`config.mk`:
```
export PLATFORM = sky130hd
export DESIGN_NAME = base64_text_decoder_unit
export DESIGN_NICKNAME = d
export VERILOG_FILES = /design/src/rtl/b64d_pkg.sv /design/src/rtl/b64d_front.sv /design/src/rtl/b64d_queue.sv /design/src/rtl/b64d_back.sv /design/src/rtl/base64_text_decoder_unit.sv
export SDC_FILE = /design/constraint.sdc
export NUM_CORES = 1
export LEC_CHECK = 0
export BUFFER_PORTS_ARGS = -buffer_cell sky130_fd_sc_hd__buf_2
export CORE_MARGIN = 3
export CORE_UTILIZATION = 35
export CTS_CLUSTER_SIZE = 30
export DETAILED_ROUTE_END_ITERATION = 8
export PLACE_DENSITY = 0.6
export SYNTH_ARGS = -nofsm -noshare
export SYNTH_HDL_FRONTEND = slang
export SYNTH_SLANG_ARGS = --single-unit
```
`constraint.sdc`:
```
create_clock -name clk -period 8.6 [get_ports clk]
set_input_delay 0.43 -clock clk [delete_from_list [all_inputs] [get_ports clk]]
set_output_delay 0.43 -clock clk [all_outputs]
set_load 0.05 [all_outputs]
```
`src/rtl/b64d_pkg.sv`:
```
package b64d_pkg;

  localparam int LEN_OUT_W = 16;
  localparam int QDEPTH = 4;
  localparam int QPTR_W = $clog2(QDEPTH);

  localparam logic [7:0] CH_CR    = 8'd13;
  localparam logic [7:0] CH_PAD   = 8'd61;
  localparam logic [7:0] CH_PLUS  = 8'd43;
  localparam logic [7:0] CH_SLASH = 8'd47;
  localparam logic [7:0] CH_UP_A  = 8'd65;
  localparam logic [7:0] CH_UP_Z  = 8'd90;
  localparam logic [7:0] CH_LO_A  = 8'd97;
  localparam logic [7:0] CH_LO_Z  = 8'd122;
  localparam logic [7:0] CH_DIG_0 = 8'd48;
  localparam logic [7:0] CH_DIG_9 = 8'd57;

  typedef enum logic [1:0] {
    SYM_NONE,
    SYM_DATA,
    SYM_PAD
  } sym_kind_t;

  typedef struct packed {
    logic                 is_end;
    logic [1:0]           nbytes;
    logic [23:0]          data;
    logic [LEN_OUT_W-1:0] len;
  } job_t;

  typedef struct packed {
    logic push;
    job_t job;
  } push_t;

endpackage

```
`src/rtl/b64d_front.sv`:
```
module b64d_front import b64d_pkg::*; #(
  parameter int LENGTH_WIDTH = 16
) (
  input  logic       clk,
  input  logic       rst_n,
  input  logic       in_valid,
  output logic       in_ready,
  input  logic [7:0] char_in,
  input  logic       q_full,
  output push_t      q_push
);

  logic [23:0]             acc_r, acc_nxt;
  logic [1:0]              scnt_r, scnt_nxt;
  logic [1:0]              pcnt_r, pcnt_nxt;
  logic                    fin_r, fin_nxt;
  logic [LENGTH_WIDTH-1:0] len_r, len_nxt;

  sym_kind_t               kind;
  logic [5:0]              sx;
  logic                    take;
  logic [1:0]              nbytes;
  logic [LENGTH_WIDTH:0]   len_sum;
  logic [LEN_OUT_W-1:0]    len_rep;

  always_comb begin
    kind = SYM_NONE;
    sx   = 6'd0;
    if (char_in >= CH_UP_A && char_in <= CH_UP_Z) begin
      kind = SYM_DATA;
      sx   = 6'(char_in - CH_UP_A);
    end else if (char_in >= CH_LO_A && char_in <= CH_LO_Z) begin
      kind = SYM_DATA;
      sx   = 6'(char_in - 8'd71);
    end else if (char_in >= CH_DIG_0 && char_in <= CH_DIG_9) begin
      kind = SYM_DATA;
      sx   = 6'(char_in + 8'd4);
    end else if (char_in == CH_PLUS) begin
      kind = SYM_DATA;
      sx   = 6'd62;
    end else if (char_in == CH_SLASH) begin
      kind = SYM_DATA;
      sx   = 6'd63;
    end else if (char_in == CH_PAD) begin
      kind = SYM_PAD;
    end
  end

  generate
    if (LENGTH_WIDTH > LEN_OUT_W) begin : g_sat
      assign len_rep = (|len_r[LENGTH_WIDTH-1:LEN_OUT_W]) ? '1 : len_r[LEN_OUT_W-1:0];
    end else begin : g_ext
      assign len_rep = LEN_OUT_W'(len_r);
    end
  endgenerate

  assign in_ready = !q_full;
  assign take     = in_valid && in_ready;

  always_comb begin
    if (pcnt_r == 2'd0 && kind != SYM_PAD) begin
      nbytes = 2'd3;
    end else if (pcnt_r == 2'd0 || (pcnt_r == 2'd1 && kind != SYM_PAD)) begin
      nbytes = 2'd2;
    end else begin
      nbytes = 2'd1;
    end
  end

  assign len_sum = {1'b0, len_r} + (LENGTH_WIDTH+1)'(nbytes);

  always_comb begin
    acc_nxt     = acc_r;
    scnt_nxt    = scnt_r;
    pcnt_nxt    = pcnt_r;
    fin_nxt     = fin_r;
    len_nxt     = len_r;
    q_push      = '0;
    if (take) begin
      if (char_in == CH_CR) begin
        q_push.push       = 1'b1;
        q_push.job.is_end = 1'b1;
        q_push.job.nbytes = 2'd1;
        q_push.job.len    = len_rep;
        acc_nxt           = '0;
        scnt_nxt          = '0;
        pcnt_nxt          = '0;
        fin_nxt           = 1'b0;
        len_nxt           = '0;
      end else if (!fin_r && kind != SYM_NONE) begin
        acc_nxt = {acc_r[17:0], sx};
        if (kind == SYM_PAD && pcnt_r != 2'd3) begin
          pcnt_nxt = pcnt_r + 2'd1;
        end
        if (scnt_r != 2'd3) begin
          scnt_nxt = scnt_r + 2'd1;
        end else begin
          scnt_nxt          = '0;
          fin_nxt           = (nbytes != 2'd3);
          len_nxt           = len_sum[LENGTH_WIDTH] ? '1 : len_sum[LENGTH_WIDTH-1:0];
          q_push.push       = 1'b1;
          q_push.job.nbytes = nbytes;
          q_push.job.data   = {acc_r[17:0], sx};
        end
      end
    end
  end

  always_ff @(posedge clk) begin
    if (!rst_n) begin
      acc_r  <= '0;
      scnt_r <= '0;
      pcnt_r <= '0;
      fin_r  <= 1'b0;
      len_r  <= '0;
    end else begin
      acc_r  <= acc_nxt;
      scnt_r <= scnt_nxt;
      pcnt_r <= pcnt_nxt;
      fin_r  <= fin_nxt;
      len_r  <= len_nxt;
    end
  end

endmodule

```
`src/rtl/b64d_queue.sv`:
```
module b64d_queue import b64d_pkg::*; (
  input  logic  clk,
  input  logic  rst_n,
  input  push_t q_push,
  output logic  q_full,
  input  logic  q_pop,
  output logic  q_valid,
  output job_t  q_head
);

  job_t              mem_r [QDEPTH];
  logic [QPTR_W-1:0] wr_ptr_r, wr_ptr_nxt;
  logic [QPTR_W-1:0] rd_ptr_r, rd_ptr_nxt;
  logic [QPTR_W:0]   cnt_r, cnt_nxt;
  logic              do_pop;

  assign q_full  = (cnt_r == (QPTR_W+1)'(QDEPTH));
  assign q_valid = (cnt_r != '0);
  assign q_head  = mem_r[rd_ptr_r];
  assign do_pop  = q_pop && q_valid;

  always_comb begin
    wr_ptr_nxt = wr_ptr_r + QPTR_W'(q_push.push);
    rd_ptr_nxt = rd_ptr_r + QPTR_W'(do_pop);
    cnt_nxt    = cnt_r + (QPTR_W+1)'(q_push.push) - (QPTR_W+1)'(do_pop);
  end

  always_ff @(posedge clk) begin
    if (q_push.push) begin
      mem_r[wr_ptr_r] <= q_push.job;
    end
  end

  always_ff @(posedge clk) begin
    if (!rst_n) begin
      wr_ptr_r <= '0;
      rd_ptr_r <= '0;
      cnt_r    <= '0;
    end else begin
      wr_ptr_r <= wr_ptr_nxt;
      rd_ptr_r <= rd_ptr_nxt;
      cnt_r    <= cnt_nxt;
    end
  end

endmodule

```
`src/rtl/b64d_back.sv`:
```
module b64d_back import b64d_pkg::*; (
  input  logic                 clk,
  input  logic                 rst_n,
  input  logic                 q_valid,
  input  job_t                 q_head,
  output logic                 q_pop,
  output logic                 out_valid,
  input  logic                 out_ready,
  output logic [7:0]           byte_out,
  output logic                 is_end,
  output logic [LEN_OUT_W-1:0] decoded_length,
  output logic                 last
);

  logic [1:0] idx_r, idx_nxt;
  logic       fire;

  assign out_valid = q_valid;
  assign fire      = out_valid && out_ready;
  assign last      = (idx_r + 2'd1 == q_head.nbytes);
  assign q_pop     = fire && last;
  assign is_end    = q_head.is_end;

  always_comb begin
    byte_out       = '0;
    decoded_length = '0;
    if (q_head.is_end) begin
      decoded_length = q_head.len;
    end else begin
      case (idx_r)
        2'd0:    byte_out = q_head.data[23:16];
        2'd1:    byte_out = q_head.data[15:8];
        default: byte_out = q_head.data[7:0];
      endcase
    end
  end

  always_comb begin
    idx_nxt = idx_r;
    if (fire) begin
      idx_nxt = last ? 2'd0 : idx_r + 2'd1;
    end
  end

  always_ff @(posedge clk) begin
    if (!rst_n) begin
      idx_r <= '0;
    end else begin
      idx_r <= idx_nxt;
    end
  end

endmodule

```
`src/rtl/base64_text_decoder_unit.sv`:
```
// streaming base64 decoder: one ascii character per in_ transaction, standard
// alphabet, '=' pads, other characters skipped; each complete group of four
// gives three bytes (two or one when padded, after which input is skipped up
// to carriage return), and a carriage return gives an end transaction with the
// decoded byte count (saturating at 65535) before the state clears. a
// character is taken every cycle while the four-entry job queue between the
// classifying front end and the byte emitter has room; the emitter sends one
// result per cycle while out_ready is high.
module base64_text_decoder_unit import b64d_pkg::*; #(
  parameter int LENGTH_WIDTH = 16
) (
  input  logic                 clk,
  input  logic                 rst_n,
  input  logic                 in_valid,
  output logic                 in_ready,
  input  logic [7:0]           in_char_in,
  output logic                 out_valid,
  input  logic                 out_ready,
  output logic [7:0]           out_byte_out,
  output logic                 out_is_end,
  output logic [LEN_OUT_W-1:0] out_decoded_length,
  output logic                 out_last
);

  push_t q_push;
  logic  q_full;
  logic  q_pop;
  logic  q_valid;
  job_t  q_head;

  b64d_front #(
    .LENGTH_WIDTH(LENGTH_WIDTH)
  ) u_front (
    .clk      (clk),
    .rst_n    (rst_n),
    .in_valid (in_valid),
    .in_ready (in_ready),
    .char_in  (in_char_in),
    .q_full   (q_full),
    .q_push   (q_push)
  );

  b64d_queue u_queue (
    .clk     (clk),
    .rst_n   (rst_n),
    .q_push  (q_push),
    .q_full  (q_full),
    .q_pop   (q_pop),
    .q_valid (q_valid),
    .q_head  (q_head)
  );

  b64d_back u_back (
    .clk            (clk),
    .rst_n          (rst_n),
    .q_valid        (q_valid),
    .q_head         (q_head),
    .q_pop          (q_pop),
    .out_valid      (out_valid),
    .out_ready      (out_ready),
    .byte_out       (out_byte_out),
    .is_end         (out_is_end),
    .decoded_length (out_decoded_length),
    .last           (out_last)
  );

endmodule

```
# ---- Word-level counts from Yosys, hierarchy flattened
# Memory sizes are Yosys's and may differ from the RTL's. A register that Yosys moved wholly into a read port is not among the register bits.
# Index checks and enable logic that the tools add are counted.
dict set report word_totals {
  reg_bits 48
  ramBits 172
  elab_cells 109
  inputBits 12
  memories 1
  out_inout_bits 28
}
# name words width read_ports rd_ports_with_merged_regs write_ports line
set memory_table {}
lappend memory_table {u_queue.mem_r 4 43 1 1 1 b64d_queue.sv:11} ;# job_t mem_r [QDEPTH];
dict set report classes {
  n_eq_ne 14
  n_reduce_logical 23
  mux 45
  order_cmp 6
  addsub 11
}
# op count
set ops {}
lappend ops {{$mux 16} 6}
lappend ops {{$mux 26} 2}
lappend ops {{$mux 44} 1}
lappend ops {{$mux 18} 2}
lappend ops {{$mux 2} 17}
lappend ops {{$mux 6} 5}
lappend ops {{$eq 8x6->1 const B} 3}
lappend ops {{$mux 24} 1}
lappend ops {{$add 16x2->17} 1}
lappend ops {{$ge 8x7->1 const B} 2}
lappend ops {{$le 8x7->1 const B} 2}
lappend ops {{$pmux 8 s2} 1}
lappend ops {{$logic_and 1x1->1} 11}
lappend ops {{$mux 1} 9}
lappend ops {{$eq 8x4->1 const B} 1}
lappend ops {{$ge 8x6->1 const B} 1}
lappend ops {{$le 8x6->1 const B} 1}
lappend ops {{$mux 8} 1}
lappend ops {{$ne 2x2->1 const B} 4}
lappend ops {{$add 2x1->2 const B} 3}
lappend ops {{$add 6x3->6 const B} 1}
lappend ops {{$reduce_and 3->1} 2}
lappend ops {{$reduce_bool 2->1} 3}
lappend ops {{$sub 6x1->6 const B} 1}
lappend ops {{14 further kinds} 18}

# ---- Logic depth before layout (Yosys ltp)
dict set report logic_depth {
  depth_word 18
  depth_mapped 14
  depth_no_buf 13
}

# ---- By module
# A second synthesis with hierarchy kept.
dict set report hier_totals {
  cells_unflattened 709
  area_unflattened_um2 9954.5
}
# module cells_each instances area_each_um2
set by_module_without_submodules {}
lappend by_module_without_submodules {b64d_queue 260 1 6631.4}
lappend by_module_without_submodules {b64d_front 385 1 2876.5}
lappend by_module_without_submodules {b64d_back 64 1 446.7}

# ---- Worst setup path after synthesis
# No wires, ideal clock.
dict set report synth_timing {
  path_kind {input port to flip-flop}
  start {input in_char_in[2]}
  end {memory u_queue.mem_r[2][0] (netlist name), enable pin}
  n_path_buf 0
  setup_slack_ns 3.087
  required_ns 8.094
  setup_time_ns 0.506
  path_stages 8
  arrival_ns 5.007
  cell_sequence {inv_1 -> ha_1 -> and2b_1 -> o211a_1 -> or4b_4 -> nand2_1 -> nor2_1 -> nor3b_1}
}
dict set report synth_between {
  elab_chain_len 14
}
# item line
set synth_lines {}
lappend synth_lines {{from (decl)} base64_text_decoder_unit.sv:16} ;# input logic [7:0] in_char_in,
lappend synth_lines {{$eq 8x6->1} b64d_front.sv:44} ;# end else if (char_in == CH_PAD) begin
lappend synth_lines {{$mux 2} b64d_front.sv:44}
lappend synth_lines {{$mux 2} b64d_front.sv:41} ;# end else if (char_in == CH_SLASH) begin
lappend synth_lines {{$mux 2} b64d_front.sv:38} ;# end else if (char_in == CH_PLUS) begin
lappend synth_lines {{$mux 2} b64d_front.sv:35} ;# end else if (char_in >= CH_DIG_0 && char_in <= CH_DIG_9) begin
lappend synth_lines {{$mux 2} b64d_front.sv:32} ;# end else if (char_in >= CH_LO_A && char_in <= CH_LO_Z) begin
lappend synth_lines {{$mux 2} b64d_front.sv:29} ;# if (char_in >= CH_UP_A && char_in <= CH_UP_Z) begin
lappend synth_lines {{$reduce_bool 2->1} b64d_front.sv:90} ;# end else if (!fin_r && kind != SYM_NONE) begin
lappend synth_lines {{$logic_and 1x1->1} b64d_front.sv:90}
lappend synth_lines {{$mux 1} b64d_front.sv:90}
lappend synth_lines {{$mux 1 *} b64d_front.sv:80} ;# if (char_in == CH_CR) begin
lappend synth_lines {{$mux 44 *} b64d_front.sv:79} ;# if (take) begin
lappend synth_lines {{$mux 1 *} b64d_queue.sv:29} ;# if (q_push.push) begin
lappend synth_lines {{$mux 1 (not written as such) *} b64d_queue.sv:30} ;# mem_r[wr_ptr_r] <= q_push.job;
lappend synth_lines {{to (decl)} b64d_queue.sv:11}
# Mark *: on every way between the ends. The rest lies on a longest branch, timed or not.

==> results.yml <==
drt:
  drc: 0
  detail-route-antenna-nets: 0
  dr.first_iter.drc_count: 468
  wl_mm: 20.1
  vias: 5690
  dr.pass1.iters: 6
  wire_per_inst_um: 18.1
  viasPerCell: 5.12
timing:
  setup_viol: 0
  worst_pin_slew_ns: 0.927
  hold_viol: 0
  fmax_mhz: 280
  skew_ns: 0.00761
  maxSlewHeadroom_pct: 38.2
  slew_violations: 0
  worst_slack_ns: 5.03
  rsz0062_at_grt: "false"
  timing.final.crit_share_pct: 41.5
  fin_crit_ns: 3.57
  finalSetupTns_ns: 0
clock_network:
  htree_levels: 1
  ctsHoldBuffers: 0
  cts_root_buf: "clkbuf_16"
  clock-sinks: 220
  clockBufferDepth: 3
  cts_tree: "done"
  cts_setup_buffers: 0
  cts_made_buffers: 21
  clock_latency_ns: 0.49
  clkTransAtPathRegs_ns: 0.06
  cts_resized: 0
floorplan:
  die_w_um: 173
  start_util_pct: 35.9
  core_mm2: 0.0271
  dieHeight_um: 173
  rows: 60
  pin_count: 40
  dieArea_mm2: 0.0298
worst_setup_path:
  end_kind: "register"
  endpoint: "u_queue.cnt_r[2]"
  worstPathArrival_ns: 3.95
  rrSetupSlack_ns: 5.03
  crit_start: "u_queue.rd_ptr_r[0]"
  reg2reg_to: "u_queue.cnt_r[2]"
  r2r_start: "u_queue.rd_ptr_r[0]"
  crit_path_start_kind: "register"
  path_max_fanout: 44
  cp.required_ns: 8.99
  critPathKind: "reg2reg"
  reg2regPathDepth: 11
synth:
  synth_cell_type_count: 60
  syn_area_mm2: 0.00972
  synthArstFlopShare_pct: 0
  synth_cells: 696
  synth_edf_count: 172
  synth-main-ff-cell: "edfxtp_1"
  yosysSeqAreaShare_pct: 63.0
  ys_warn_count: 0
  syn_avg_cell_area_um2: 14.0
  synth_seq_cells: 220
  synth_fp_nets: 730
job:
  drv_cap: 0
layout:
  layout.nets: 761
  final_common_cell: "edfxtp_1"
  layout.area.seq_mm2: 0.00613
  fill_cells: 2535
  n_antenna_cell: 0
  drive_gt1_share_pct: 17.1
  area_growth_pct: 11.6
  multi_input_area_mm2: 0.00332
  final_cell_mix: "edfxtp_1 (172), and2_1 (63), nand2_1 (60), dfxtp_1 (46), mux4_2 (43)"
global_routing:
  grt_first_pass_wirelength_mm: 32.2
  grt_pass1_vias: 5694
  antenna_found_initial: 0
  grt_use_total_pct: 13.3
  grt.overflow.total: 0
  grt_max_degree: 54
placement:
  gp_congestion: 0.835
  dp_hpwl_mm: 12.5
  io_buffers: 39
  dpl_worst_slack_ns: 4.61
worst_hold_path:
  min_path_type: "in2reg"
status:
  status: "finished, final reports clean"
pwr:
  p_leak_uw: 0.00359
  p_total_uw: 1990
  vdd_drop_max_uv: 78.3
  power.density_mw_per_mm2: 183
==> worst max-delay path, stage by stage (launching register included) <==
cell and delay, ns:
dfxtp_4 0.96, mux4_2 0.61, xnor2_1 0.13, nand2b_1 0.17, nor2_1 0.37, ha_1 0.19, inv_1 0.04, ha_1 0.19
fa_1 0.38, xnor2_1 0.15, xnor2_1 0.12, and2_1 0.15
==> state kept, by name, summed over array words and instances, names as in the netlist <==
| name | cells |
|---|---|
| u_front.scnt_r | 2 |
| u_queue.cnt_r | 3 |
| u_queue.mem_r | 172 |
| u_front.len_r | 16 |
| u_back.idx_r | 2 |
| u_queue.rd_ptr_r | 2 |
| u_front.acc_r | 18 |
| u_front.fin_r | 1 |
| u_front.pcnt_r | 2 |
| u_queue.wr_ptr_r | 2 |
==> synth_stat cells (3+ instances only) <==
library cell	number	area share [%]
o22ai_1	3	0.19
xnor2_1	6	0.54
mux2i_1	4	0.41
a21boi_0	16	1.2
buf_2	7	0.36
nor3_1	11	0.57
edfxtp_1	172	53
o21ai_0	15	0.77
or3_1	4	0.26
o211ai_1	4	0.31
mux4_2	43	10
buf_6	3	0.35
nor2_1	24	0.93
inv_1	25	0.97
ha_1	20	2.6
nor2b_1	6	0.39
buf_1	3	0.12
and2_1	63	4.1
a21oi_1	22	1.1
a311oi_1	3	0.27
a211oi_1	3	0.23
dfxtp_1	48	9.9
o31ai_1	3	0.23
nand2b_1	3	0.19
o311a_1	3	0.31
nand2_1	60	2.3
a22oi_1	9	0.70
and4_1	4	0.36
buf_4	4	0.31
nand4_1	11	0.71
nor3b_1	3	0.23
nand3_1	31	1.6
and3_1	6	0.39
clkbuf_1	19	0.73
==> per-layer routing <==
layer,track usage (%),vias to the layer above,wire length [um]
met4,4.02,0,427
met1,19.5,2846,9730
met5,0,-,0
met2,20.9,119,9220
li1,-,2698,-
met3,1.65,27,718
==> area by class of cell <==
cell class,count,share of cell area [%]
tap,372,4.29
sequential,220,56.5
clock inverter,6,0.300
multi-input combinational,413,30.6
inverter,25,0.865
timing repair buffer,46,2.28
clock buffer,29,5.12
==> worst min-delay path by stage <==
stage / slack [ns] / endpoint / from / cells past startpoint
after detailed placement: 0.46 / u_back.idx_r[1] / u_back.idx_r[1] / 2
after CTS: 0.23 / u_back.idx_r[1] / out_ready / 3
final: 0.24 / u_back.idx_r[1] / out_ready / 3
after floorplan: 0.44 / u_back.idx_r[1] / u_back.idx_r[1] / 2
after global routing: 0.27 / u_back.idx_r[1] / out_ready / 3
after global placement: 0.46 / u_back.idx_r[1] / u_back.idx_r[1] / 2
==> report_power, final <==
| group | total (uW) | switching, uW | internal, uW |
|---|---|---|---|
| registers | 1130 | 1.03 | 1130 |
| logic | 39.9 | 26.8 | 13.1 |
| clock network | 815 | 364 | 451 |
==> metrics by stage <==
stage               std cells  utilization, %  instance area [um^2]  hold slack (ns)
floorplan                 696               -                  9720            0.441
global placement         1076            37.9                 10300            0.457
detailed placement       1076            37.9                 10300            0.462
CTS                      1111            40.0                 10800            0.234
global route             1111            40.0                 10800            0.270
finish                   1111            40.0                 10800            0.244
==> logic make-up after synthesis <==
kind of cell	count (synthesis)	share of synthesized area, %
AND/OR/NAND/NOR	235	12.8
flip-flops	220	63.0
AO/OA/AOI/OAI	100	7.07
buffers and inverters	63	2.94
multiplexers	48	10.5
adder cells (fa/ha/maj)	22	2.99
XOR/XNOR	8	0.721
Power figures use the tool's default switching activity.
